`config.mk`:
```
export PLATFORM = sky130hd
export DESIGN_NAME = intel_hex_record_decoder_unit_flat
export DESIGN_NICKNAME = d
export VERILOG_FILES = /design/src/hw/rtl/ihexd_pkg.sv /design/src/hw/rtl/ihexd_if.sv /design/src/hw/rtl/ihexd_front.sv /design/src/hw/rtl/ihexd_queue.sv /design/src/hw/rtl/ihexd_back.sv /design/src/hw/rtl/intel_hex_record_decoder_unit.sv /design/src/flat_wrapper.sv
export SDC_FILE = /design/constraint.sdc
export NUM_CORES = 1
export LEC_CHECK = 0
export ABC_AREA = 1
export BUFFER_PORTS_ARGS = -buffer_cell sky130_fd_sc_hd__buf_4
export CORE_MARGIN = 2
export CORE_UTILIZATION = 51
export DETAILED_ROUTE_END_ITERATION = 7
export PLACE_DENSITY = 0.71
export SETUP_SLACK_MARGIN = 0.15
export SLEW_MARGIN = 20
export SYNTH_ARGS = -nofsm -noshare
export SYNTH_HDL_FRONTEND = slang
export SYNTH_SLANG_ARGS = --single-unit
```
`constraint.sdc`:
```
create_clock -name clk -period 3.5 [get_ports clk]
set_input_delay 0.35 -clock clk [delete_from_list [all_inputs] [get_ports clk]]
set_output_delay 0.35 -clock clk [all_outputs]
set_load 0.01 [all_outputs]
```
`src/hw/rtl/ihexd_pkg.sv`:
```
// Shared types, constants and character helpers for the hex record decoder.
package ihexd_pkg;

  // Queue between the character classifier and the record parser
  localparam int QDEPTH = 2;
  localparam int QPTR_W = $clog2(QDEPTH);
  localparam int QCNT_W = $clog2(QDEPTH + 1);

  localparam logic [7:0] CHAR_COLON = 8'h3A;
  localparam logic [7:0] CHAR_SPACE = 8'h20;
  localparam logic [7:0] CHAR_TAB   = 8'h09;
  localparam logic [7:0] CHAR_CR    = 8'h0D;
  localparam logic [15:0] REC_MAX   = 16'hFFFF;

  typedef enum logic [2:0] {
    PH_START = 3'd0,
    PH_COUNT = 3'd1,
    PH_ADDR  = 3'd2,
    PH_TYPE  = 3'd3,
    PH_DATA  = 3'd4,
    PH_CSUM  = 3'd5,
    PH_DONE  = 3'd6
  } phase_t;

  typedef enum logic [1:0] {
    KIND_DATA = 2'd0,
    KIND_WARN = 2'd1,
    KIND_OK   = 2'd2,
    KIND_FAIL = 2'd3
  } kind_t;

  // Classified character as it travels from front to back
  typedef struct packed {
    logic       colon;
    logic       space;
    logic       hex;
    logic [3:0] nib;
  } item_t;

  function automatic item_t classify(input logic [7:0] c);
    item_t it;
    it.colon = (c == CHAR_COLON);
    it.space = (c == CHAR_SPACE) || (c >= CHAR_TAB && c <= CHAR_CR);
    it.hex   = 1'b1;
    it.nib   = 4'd0;
    if (c >= 8'h30 && c <= 8'h39) begin
      it.nib = c[3:0];
    end else if ((c >= 8'h41 && c <= 8'h46) || (c >= 8'h61 && c <= 8'h66)) begin
      it.nib = 4'(c[2:0] + 3'd1) + 4'd8;
    end else begin
      it.hex = 1'b0;
    end
    return it;
  endfunction

endpackage

```
`src/hw/rtl/ihexd_if.sv`:
```
// Valid/ready channel interfaces for characters in and decoded results out.
interface ihexd_in_if;
  logic       valid;
  logic       ready;
  logic [7:0] char_in;

  modport source (output valid, output char_in, input ready);
  modport sink   (input valid, input char_in, output ready);
endinterface

interface ihexd_out_if;
  logic        valid;
  logic        ready;
  logic [1:0]  kind;
  logic [7:0]  data_byte;
  logic [15:0] byte_address;
  logic [15:0] record_number;

  modport source (output valid, output kind, output data_byte, output byte_address,
                  output record_number, input ready);
  modport sink   (input valid, input kind, input data_byte, input byte_address,
                  input record_number, output ready);
endinterface

```
`src/hw/rtl/ihexd_front.sv`:
```
// Front end: accept characters and classify them for the parser queue.
module ihexd_front (
  ihexd_in_if.sink         in_ch,
  input  logic             push_ready,
  output logic             push_valid,
  output ihexd_pkg::item_t push_item
);
  import ihexd_pkg::*;

  // Take a request whenever the queue has room
  assign in_ch.ready = push_ready;
  assign push_valid  = in_ch.valid;

  // Decode the character into colon, whitespace and hex digit flags
  assign push_item = classify(in_ch.char_in);

endmodule

```
`src/hw/rtl/ihexd_queue.sv`:
```
// Short queue of classified characters between front end and parser.
module ihexd_queue (
  input  logic             clk,
  input  logic             rst_n,
  input  logic             push_valid,
  output logic             push_ready,
  input  ihexd_pkg::item_t push_item,
  output logic             pop_valid,
  input  logic             pop_ready,
  output ihexd_pkg::item_t pop_item
);
  import ihexd_pkg::*;

  item_t             mem_r [QDEPTH];
  logic [QPTR_W-1:0] wr_ptr_r, wr_ptr_nxt;
  logic [QPTR_W-1:0] rd_ptr_r, rd_ptr_nxt;
  logic [QCNT_W-1:0] cnt_r, cnt_nxt;
  logic              push, pop;

  assign push_ready = (cnt_r != QCNT_W'(QDEPTH));
  assign pop_valid  = (cnt_r != '0);
  assign pop_item   = mem_r[rd_ptr_r];
  assign push       = push_valid && push_ready;
  assign pop        = pop_valid && pop_ready;

  // Advance pointers and fill count
  always_comb begin
    wr_ptr_nxt = push ? wr_ptr_r + 1'b1 : wr_ptr_r;
    rd_ptr_nxt = pop  ? rd_ptr_r + 1'b1 : rd_ptr_r;
    cnt_nxt    = cnt_r + QCNT_W'(push) - QCNT_W'(pop);
  end

  always_ff @(posedge clk) begin
    if (!rst_n) begin
      wr_ptr_r <= '0;
      rd_ptr_r <= '0;
      cnt_r    <= '0;
    end else begin
      wr_ptr_r <= wr_ptr_nxt;
      rd_ptr_r <= rd_ptr_nxt;
      cnt_r    <= cnt_nxt;
    end
  end

  // Store the pushed entry
  always_ff @(posedge clk) begin
    if (push) begin
      mem_r[wr_ptr_r] <= push_item;
    end
  end

`ifndef SYNTHESIS
  a_cnt_bound: assert property (@(posedge clk) disable iff (!rst_n)
    cnt_r <= QCNT_W'(QDEPTH))
    else $error("queue count above depth");

  a_ptr_gap: assert property (@(posedge clk) disable iff (!rst_n)
    wr_ptr_r == QPTR_W'(rd_ptr_r + QPTR_W'(cnt_r)))
    else $error("queue pointers disagree with count");
`endif

endmodule

```
`src/hw/rtl/ihexd_back.sv`:
```
// Back end: record parser state machine with a registered result stage.
module ihexd_back (
  input  logic             clk,
  input  logic             rst_n,
  input  logic             pop_valid,
  output logic             pop_ready,
  input  ihexd_pkg::item_t pop_item,
  ihexd_out_if.source      out_ch
);
  import ihexd_pkg::*;

  phase_t      phase_r, phase_nxt;
  logic [1:0]  digit_r, digit_nxt;
  logic [3:0]  high_r, high_nxt;
  logic [7:0]  remain_r, remain_nxt;
  logic [15:0] addr_r, addr_nxt;
  logic [7:0]  sum_r, sum_nxt;
  logic [15:0] rec_r, rec_nxt;

  logic        out_valid_r, out_valid_nxt;
  kind_t       kind_r;
  logic [7:0]  data_r;
  logic [15:0] baddr_r;
  logic [15:0] recno_r;

  logic        go;
  logic        emit;
  kind_t       res_kind;
  logic [7:0]  res_data;
  logic [15:0] res_addr;
  logic [7:0]  pair;
  logic [15:0] addr_shift;

  // Pull a request when the result stage is free or draining
  assign pop_ready  = !out_valid_r || out_ch.ready;
  assign go         = pop_valid && pop_ready;
  assign pair       = {high_r, pop_item.nib};
  assign addr_shift = {addr_r[11:0], pop_item.nib};

  // Next phase
  always_comb begin
    phase_nxt = phase_r;
    unique case (phase_r)
      PH_START: begin
        if (pop_item.colon) begin
          phase_nxt = PH_COUNT;
        end else if (!(rec_r > 16'd1 && pop_item.space)) begin
          phase_nxt = PH_DONE;
        end
      end
      PH_TYPE: begin
        if (digit_r != 2'd0) begin
          phase_nxt = (remain_r != 8'd0) ? PH_DATA : PH_CSUM;
        end
      end
      PH_COUNT, PH_ADDR, PH_DATA, PH_CSUM: begin
        if (!pop_item.hex) begin
          phase_nxt = PH_DONE;
        end else if (phase_r == PH_ADDR) begin
          if (digit_r == 2'd3) phase_nxt = PH_TYPE;
        end else if (digit_r != 2'd0) begin
          priority case (phase_r)
            PH_COUNT: phase_nxt = (pair == 8'd0) ? PH_DONE : PH_ADDR;
            PH_DATA:  phase_nxt = (remain_r == 8'd1) ? PH_CSUM : PH_DATA;
            default:  phase_nxt = PH_START;
          endcase
        end
      end
      default: phase_nxt = phase_r;
    endcase
  end

  // Field registers and result for the current character
  always_comb begin
    digit_nxt  = digit_r;
    high_nxt   = high_r;
    remain_nxt = remain_r;
    addr_nxt   = addr_r;
    sum_nxt    = sum_r;
    rec_nxt    = rec_r;
    emit       = 1'b0;
    res_kind   = KIND_DATA;
    res_data   = 8'd0;
    res_addr   = 16'd0;
    unique case (phase_r)
      PH_START: begin
        if (pop_item.colon) begin
          digit_nxt = 2'd0;
        end else if (!(rec_r > 16'd1 && pop_item.space)) begin
          emit     = 1'b1;
          res_kind = KIND_FAIL;
        end
      end
      PH_TYPE: begin
        digit_nxt = (digit_r == 2'd0) ? 2'd1 : 2'd0;
      end
      PH_COUNT, PH_ADDR, PH_DATA, PH_CSUM: begin
        if (!pop_item.hex) begin
          emit     = 1'b1;
          res_kind = KIND_FAIL;
        end else if (phase_r == PH_ADDR) begin
          addr_nxt = addr_shift;
          if (digit_r != 2'd3) begin
            digit_nxt = digit_r + 2'd1;
          end else begin
            digit_nxt = 2'd0;
            sum_nxt   = sum_r + addr_shift[15:8] + addr_shift[7:0];
          end
        end else if (digit_r == 2'd0) begin
          high_nxt  = pop_item.nib;
          digit_nxt = 2'd1;
        end else begin
          digit_nxt = 2'd0;
          priority case (phase_r)
            PH_COUNT: begin
              remain_nxt = pair;
              sum_nxt    = pair;
              addr_nxt   = 16'd0;
              if (pair == 8'd0) begin
                emit     = 1'b1;
                res_kind = KIND_OK;
              end
            end
            PH_DATA: begin
              emit       = 1'b1;
              res_kind   = KIND_DATA;
              res_data   = pair;
              res_addr   = addr_r;
              sum_nxt    = sum_r + pair;
              addr_nxt   = addr_r + 16'd1;
              remain_nxt = remain_r - 8'd1;
            end
            default: begin
              // Checksum field: warn on mismatch, then count the record
              if ((8'd0 - sum_r) != pair) begin
                emit     = 1'b1;
                res_kind = KIND_WARN;
              end
              if (rec_r != REC_MAX) rec_nxt = rec_r + 16'd1;
            end
          endcase
        end
      end
      default: begin
      end
    endcase
  end

  // Hold the result until the sink takes it
  always_comb begin
    if (go) begin
      out_valid_nxt = emit;
    end else if (out_ch.ready) begin
      out_valid_nxt = 1'b0;
    end else begin
      out_valid_nxt = out_valid_r;
    end
  end

  always_ff @(posedge clk) begin
    if (!rst_n) begin
      phase_r     <= PH_START;
      digit_r     <= 2'd0;
      high_r      <= 4'd0;
      remain_r    <= 8'd0;
      addr_r      <= 16'd0;
      sum_r       <= 8'd0;
      rec_r       <= 16'd1;
      out_valid_r <= 1'b0;
    end else begin
      out_valid_r <= out_valid_nxt;
      if (go) begin
        phase_r  <= phase_nxt;
        digit_r  <= digit_nxt;
        high_r   <= high_nxt;
        remain_r <= remain_nxt;
        addr_r   <= addr_nxt;
        sum_r    <= sum_nxt;
        rec_r    <= rec_nxt;
      end
    end
  end

  // Load result payload
  always_ff @(posedge clk) begin
    if (go && emit) begin
      kind_r  <= res_kind;
      data_r  <= res_data;
      baddr_r <= res_addr;
      recno_r <= rec_r;
    end
  end

  assign out_ch.valid         = out_valid_r;
  assign out_ch.kind          = kind_r;
  assign out_ch.data_byte     = data_r;
  assign out_ch.byte_address  = baddr_r;
  assign out_ch.record_number = recno_r;

`ifndef SYNTHESIS
  a_done_sticky: assert property (@(posedge clk) disable iff (!rst_n)
    phase_r == PH_DONE |=> phase_r == PH_DONE)
    else $error("parser left the stopped phase");

  a_rec_nonzero: assert property (@(posedge clk) disable iff (!rst_n)
    rec_r != 16'd0)
    else $error("record counter reached zero");

  // A stop inside the address field leaves the digit index where it was
  a_digit_range: assert property (@(posedge clk) disable iff (!rst_n)
    phase_r != PH_ADDR && phase_r != PH_DONE |-> digit_r[1] == 1'b0)
    else $error("digit index beyond a byte pair outside the address");

  a_no_emit_done: assert property (@(posedge clk) disable iff (!rst_n)
    phase_r == PH_DONE && go |=> !out_valid_r || $stable(recno_r))
    else $error("result produced after stop");
`endif

endmodule

```
`src/hw/rtl/intel_hex_record_decoder_unit.sv`:
```
// Throughput: one character per cycle while the sink takes results.
// A two-entry queue sits between classifier and parser; a result register holds output.
// Reset (synchronous, active low) empties the queue and result stage, sets the parser to
// wait for a record colon and sets the record counter to one.
// Top level of the hex record decoder: classifier, queue and parser.
module intel_hex_record_decoder_unit (
  input logic         clk,
  input logic         rst_n,
  ihexd_in_if.sink    in_ch,
  ihexd_out_if.source out_ch
);
  import ihexd_pkg::*;

  logic  push_valid, push_ready;
  item_t push_item;
  logic  pop_valid, pop_ready;
  item_t pop_item;

  // Classify incoming characters
  ihexd_front u_front (
    .in_ch      (in_ch),
    .push_ready (push_ready),
    .push_valid (push_valid),
    .push_item  (push_item)
  );

  // Decouple classifier from parser
  ihexd_queue u_queue (
    .clk        (clk),
    .rst_n      (rst_n),
    .push_valid (push_valid),
    .push_ready (push_ready),
    .push_item  (push_item),
    .pop_valid  (pop_valid),
    .pop_ready  (pop_ready),
    .pop_item   (pop_item)
  );

  // Parse records and emit results
  ihexd_back u_back (
    .clk       (clk),
    .rst_n     (rst_n),
    .pop_valid (pop_valid),
    .pop_ready (pop_ready),
    .pop_item  (pop_item),
    .out_ch    (out_ch)
  );

endmodule

```
`src/flat_wrapper.sv`:
```
// flat-port wrapper written by rule: the top's interface ports become plain ports
module intel_hex_record_decoder_unit_flat import ihexd_pkg::*;
  (clk, rst_n, in_ch_valid, in_ch_char_in, in_ch_ready, out_ch_valid, out_ch_kind, out_ch_data_byte, out_ch_byte_address, out_ch_record_number, out_ch_ready);
  ihexd_in_if in_ch_i ();
  ihexd_out_if out_ch_i ();
  input logic clk;
  input logic rst_n;
  input wire logic [$bits(in_ch_i.valid)-1:0] in_ch_valid;
  input wire logic [$bits(in_ch_i.char_in)-1:0] in_ch_char_in;
  output wire logic [$bits(in_ch_i.ready)-1:0] in_ch_ready;
  output wire logic [$bits(out_ch_i.valid)-1:0] out_ch_valid;
  output wire logic [$bits(out_ch_i.kind)-1:0] out_ch_kind;
  output wire logic [$bits(out_ch_i.data_byte)-1:0] out_ch_data_byte;
  output wire logic [$bits(out_ch_i.byte_address)-1:0] out_ch_byte_address;
  output wire logic [$bits(out_ch_i.record_number)-1:0] out_ch_record_number;
  input wire logic [$bits(out_ch_i.ready)-1:0] out_ch_ready;
  assign in_ch_i.valid = in_ch_valid;
  assign in_ch_i.char_in = in_ch_char_in;
  assign in_ch_ready = in_ch_i.ready;
  assign out_ch_valid = out_ch_i.valid;
  assign out_ch_kind = out_ch_i.kind;
  assign out_ch_data_byte = out_ch_i.data_byte;
  assign out_ch_byte_address = out_ch_i.byte_address;
  assign out_ch_record_number = out_ch_i.record_number;
  assign out_ch_i.ready = out_ch_ready;
  intel_hex_record_decoder_unit u_core (.clk(clk), .rst_n(rst_n), .in_ch(in_ch_i), .out_ch(out_ch_i));
endmodule
```
# Word level (Yosys, flattened, before mapping)
# Memories as Yosys holds them, arrays and structs flattened. A register that Yosys moved wholly into a read port is not among the register bits.
# Cells that the tools add are included.
[classes]
add_sub_neg = 14
order_cmp = 9
eq_ne = 21
muxes = 54
bitwise_logic = 6
reduce_logical = 32
[op_table]
columns = ["op", "n"]
rows = [
  ["16-bit by 1-bit adder with 16-bit output, second input constant", 2],
  ["16-bit two-way mux", 2],
  ["16-bit case mux with 2 select lines", 1],
  ["8-bit case mux with 2 select lines", 2],
  ["8-bit adder", 3],
  ["3-bit two-way mux", 8],
  ["8-bit two-way mux", 3],
  ["2-bit two-way mux", 10],
  ["1-bit two-way mux", 19],
  ["6-bit AND reduction", 3],
  ["8-bit by 6-bit equality test with 1-bit output, second input constant", 2],
  ["8-bit by 7-bit >= comparator with 1-bit output, second input constant", 2],
  ["16-bit by 1-bit > comparator with 1-bit output, second input constant", 1],
  ["8-bit by 7-bit less-or-equal comparator with 1-bit output, second input constant", 2],
  ["16-bit inequality test, second input constant", 1],
  ["2-bit inequality test, second input constant", 6],
  ["5-bit AND reduction", 2],
  ["3-bit case mux with 3 select lines", 1],
  ["8-bit by 1-bit equality test with 1-bit output, second input constant", 1],
  ["8-bit by 4-bit >= comparator with 1-bit output, second input constant", 1],
  ["8-bit by 6-bit >= comparator with 1-bit output, second input constant", 1],
  ["8-bit by 4-bit less-or-equal comparator with 1-bit output, second input constant", 1],
  ["8-bit by 6-bit less-or-equal comparator with 1-bit output, second input constant", 1],
  ["1-bit logical AND", 8],
  ["other kinds (35)", 53],
]
[word_totals]
reg_bits = 104
mem_bits_rw = 14
inputBits = 12
out_inout_bits = 44
word_cells = 152
memories = 1
[mem_list]
columns = ["name", "depth", "width", "read_ports", "rd_ports_with_merged_regs", "write_ports", "line", "source"]
rows = [
  ["u_core.u_queue.mem_r", 2, 7, 1, 1, 1, "ihexd_queue.sv:14", "item_t mem_r [QDEPTH];"],
]

# Logic depth before layout (Yosys ltp)
[logic_depth]
word_depth = 9
ltp_mapped = 20
mapped_depth_nobuf = 19

# Hierarchy
# From an unflattened synthesis, not the netlist that was laid out.
[hier_totals]
cells_unflattened = 875
area_unflattened_um2 = 6995.5
[modules_own_cells]
columns = ["module", "n_inst", "cells_each", "area_each_um2", "seq_area_each_um2"]
rows = [
  ["ihexd_back", 1, 763, 5910.7, 2422.3],
  ["ihexd_queue", 1, 58, 779.5, 520.5],
  ["ihexd_front", 1, 54, 305.3, 0.0],
]

# Worst setup path after synthesis
# No wires, ideal clock.
[synth_timing]
path_type = "reg-to-reg"
start = "register with a tool-made name"
end = "register u_core.u_back.sum_r[7]"
setup_ns = 0.115
t_arrival_ns = 2.539
required_ns = 3.385
slack_ns = 0.846
stages_incl_launch_ff = 19
n_path_buf = 1
period_less_slack_ns = 2.654
path_cell_list = "dfxtp_1 buf_4 inv_2 nand2_1 nand2_1 fa_1 ha_1 inv_1 fa_1 o21ai_0 nand2_1 nand2_1 nand2_1 nand2_1 nand2_1 nand3_1 nand2_1 a21oi_1 nor2_1"
[synth_rtl]
columns = ["item", "line", "source"]
rows = [
  ["to (signal assigned)", "ihexd_back.sv:178", "sum_r <= sum_nxt;"],
  ["to (decl)", "ihexd_back.sv:17", "logic [7:0] sum_r, sum_nxt;"],
]

==> flow_summary.yaml <==
run_status:
  outcome: "finished, final reports clean"
logic_synthesis:
  yosys.cell_count.top_type: "sky130_fd_sc_hd__nand2_1"
  synthDominantCellAreaShare_pct: 24.5
  synth_fp_nets: 891
  synth.distinct_cells: 52
  synthTopCellsByCount: "144 x sky130_fd_sc_hd__nand2_1, 112 x sky130_fd_sc_hd__inv_1, 87 x sky130_fd_sc_hd__nor2_1, 72 x sky130_fd_sc_hd__a21oi_1, 67 x sky130_fd_sc_hd__o21ai_0"
  synthesis.instances: 841
  ys.flop_type: "sky130_fd_sc_hd__dfxtp_1"
  postSynthRegisterBits: 119
  synth_enable_flop_cells: 56
  yosys-top-cells-area: "sky130_fd_sc_hd__edfxtp_1 25%, sky130_fd_sc_hd__dfxtp_1 18%, sky130_fd_sc_hd__nand2_1 7.9%"
  synth.yosys.warnings: 0
  syn_area_per_cell_um2: 8.16
  netlist.top_cell.by_area: "sky130_fd_sc_hd__edfxtp_1"
  syn_area_mm2: 0.00686
  synthArstFlopShare_pct: 0
  synth-seq-area-share_pct: 42.9
die:
  full_die_area_mm2: 0.0144
  start_util_pct: 52.0
  die-width_um: 120
  core_area_mm2: 0.0132
  pin_count: 56
  core.rowCount: 42
  chipHeight_um: 120
critical_path:
  critPathMaxFanout: 9
  r2r-end: "u_core.u_back.sum_r[7]"
  critical_path_buf_inv_count: 2
  worst_path_max_delay_cell: "sky130_fd_sc_hd__fa_1"
  cpLargestDelayFamily: "adder cells"
  cp-end-kind: "register"
  worst_path_most_repeated_cell: "sky130_fd_sc_hd__nand2_1"
  critical_path.max_stage_delay_ps: 580
  critical_path.startpoint_type: "register"
  cp.arrival_ps: 3340
  rr_worst_depth: 17
  regToRegSetupSlack_ps: 480
  crit_cells: 17
  critical_path_required_ps: 3820
  critical_setup_path_class: "register to register"
  critPathCapture: "u_core.u_back.sum_r[7]"
  timing.critical_path.cells: "inv_2 > nand2_1 > nand2_1 > fa_1 > ha_1 > inv_1 > fa_1 > o21ai_1 > nand2_1 > nand2_1 > nand2_1 > nand2_1 > nand2_1 > nand3_1 > nand2_1 > a21oi_1 > nor2_1"
clock_tree:
  ctsHoldBuffers: 0
  clock_tree_from_tritoncts: "built"
  clock-sinks: 119
  num_cts_buffers: 17
  post-cts-setup-buffer-count: 0
  cts_resized: 0
  cts_htree_levels: 4
  cts.clk_slew.worst_paths_ps: 50
  cts_root_buffer: "sky130_fd_sc_hd__clkbuf_16"
  worst_skew_pair.late_latency_ps: 430
  clk_path_buf_depth: 2
placement:
  detailed_place_hpwl_mm: 11.0
  gp_congestion: 0.929
  post-place-cells: 1056
  pre_cts_slack_ps: 474
  numPortBuffers: 55
route:
  antenna_violating_nets_left: 0
  drt-wirelength-per-cell_um: 14.4
  drtIter0Drc: 633
  via_count: 5829
  detail_route.drc_violations: 0
  postRouteWirelength_mm: 15.7
  route.detailed.vias_per_inst: 5.36
  drt_pre_antenna_iters: 7
timing:
  finalMaxSlewViolations: 0
  sum_neg_setup_slack_ps: 0
  clock.fmax_ghz: 0.331
  fin_worst_skew_ps: 10.1
  minimum_clock_period_ps: 3020
  finalSetupViolCount: 0
  post-route-period-util_pct: 86.4
  max-slew-margin-rel_pct: 40.5
  final_hold_vios: 0
  max_slew.worst_pin.slew_ps: 891
  rsz0062_at_grt: "false"
  setup_slack_ps: 475
power_and_ir_drop:
  cellLeakagePower_nw: 3.32
  total_power_mw: 5.71
  ir_drop_mv: 0.367
  pwr_density_cell_mw_per_mm2: 716
global_route:
  grt_max_degree: 43
  first_pass_grt_wire_length_mm: 25.4
  global_route.overflow_total: 0
  globalRouteTotalUtil_pct: 22.5
  first_global_vias: 5204
  antenna_violations_before_repair: 0
layout:
  drive_above_1_share_pct: 13.6
  final.fill_count: 1188
  antennaDiodeCount: 0
  layoutNonFillerInstCount: 1088
  area_growth_pct: 16.3
  design.final.nets: 949
min_path:
  min_path_type: "input pin to register"
  worst_hold_path.num_cells: 3
run:
  timing.max_cap.violations: 0
-- registers in the layout, summed over array words and instances (netlist names), named ones only --
register	count
u_core.u_back.rec_r	16
u_core.u_back.out_ch.byte_address	16
u_core.u_back.addr_r	16
u_core.u_back.high_r	4
u_core.u_back.sum_r	8
u_core.u_back.out_ch.kind	2
u_core.u_back.out_ch.record_number	16
u_core.u_back.remain_r	8
u_core.u_queue.cnt_r	2
u_core.u_back.out_ch.valid	1
u_core.u_queue.rd_ptr_r	1
u_core.u_queue.mem_r	14
u_core.u_back.digit_r	2
u_core.u_back.out_ch.data_byte	8
u_core.u_back.phase_r	3
u_core.u_queue.wr_ptr_r	1
-- kinds of logic after synthesis --
family          count (synthesis)  share of synthesized area [%]
flops                         119                           42.9
xor+xnor                       23                           2.94
simple gates                  330                           22.4
compound gates                189                           15.4
buf+inv                       142                           8.39
fa+ha+maj                      38                           7.91
-- cell type report --
type	instances	area [um^2]	area share [%]
multi-input cells	580	3340	41.9
inverters	120	458	5.74
well taps	176	220	2.76
flip-flops and latches	119	2940	36.9
clock inverters	10	106	1.33
clock buffers	22	454	5.69
repair buffers	61	458	5.74
-- routing by layer --
layer	up-vias	wire length (um)	track usage [%]
met3	26	1070	5.04
met2	185	7080	34.8
met5	-	0	0
met4	0	262	8.75
li1	2960	-	-
met1	2658	7300	30.8
-- metrics by stage --
stage / hold slack (ps) / util, % / area, um^2
floorplan: 426 / - / 6860
global placement: 440 / 56.3 / 7420
detailed placement: 447 / 56.3 / 7420
CTS: 239 / 60.5 / 7980
global route: 248 / 60.5 / 7980
finish: 251 / 60.5 / 7980
-- where the power goes --
part | switching [mW] | leakage, nW | total, mW | internal (mW)
clock | 0.613 | 0.269 | 1.67 | 1.05
sequential | 0.177 | 1.04 | 2.03 | 1.85
combinational | 1.27 | 2.01 | 2.02 | 0.745
-- worst min path at each step --
stage / from / slack (ps) / to
floorplan: u_core.u_queue.rd_ptr_r / 430 / register
global placement: u_core.u_queue.rd_ptr_r / 440 / u_core.u_queue.rd_ptr_r
detailed placement: u_core.u_queue.rd_ptr_r / 450 / u_core.u_queue.rd_ptr_r
CTS: in_ch_valid / 240 / u_core.u_queue.wr_ptr_r
global route: in_ch_valid / 250 / u_core.u_queue.wr_ptr_r
finish: in_ch_valid / 250 / u_core.u_queue.wr_ptr_r
-- tightest hold or removal path: cells and delay by family --
family | cells | cell delay (ps)
compound gates | 1 | 50
buf+inv | 1 | 80
simple gates | 1 | 130
-- placed cells by master (no fill, tap or decap), types with 3 or more instances in the layout --
cell type                   count
sky130_fd_sc_hd__clkinv_2       3
sky130_fd_sc_hd__xor2_1        17
sky130_fd_sc_hd__ha_1          29
sky130_fd_sc_hd__o21ai_0       66
sky130_fd_sc_hd__o22ai_1        5
sky130_fd_sc_hd__o21ai_2        3
sky130_fd_sc_hd__or2_2          4
sky130_fd_sc_hd__inv_2          5
sky130_fd_sc_hd__xnor2_1        6
sky130_fd_sc_hd__inv_1        112
sky130_fd_sc_hd__o21ai_1       10
sky130_fd_sc_hd__nor2_1        87
sky130_fd_sc_hd__nand2_2        4
sky130_fd_sc_hd__inv_4          3
sky130_fd_sc_hd__buf_4         61
sky130_fd_sc_hd__nand3_1       41
sky130_fd_sc_hd__nand3_4        4
sky130_fd_sc_hd__clkbuf_1       4
sky130_fd_sc_hd__nand4_1       15
sky130_fd_sc_hd__dfxtp_1       63
sky130_fd_sc_hd__nand3b_1       5
sky130_fd_sc_hd__edfxtp_1      56
sky130_fd_sc_hd__a21oi_1       72
sky130_fd_sc_hd__a211oi_2       3
sky130_fd_sc_hd__nand2_1      144
sky130_fd_sc_hd__o31ai_1        3
sky130_fd_sc_hd__clkbuf_16     17
sky130_fd_sc_hd__nor3_1        12
sky130_fd_sc_hd__fa_1           9
sky130_fd_sc_hd__a31oi_1       10
Note: power is estimated with default switching activity, not from simulation.
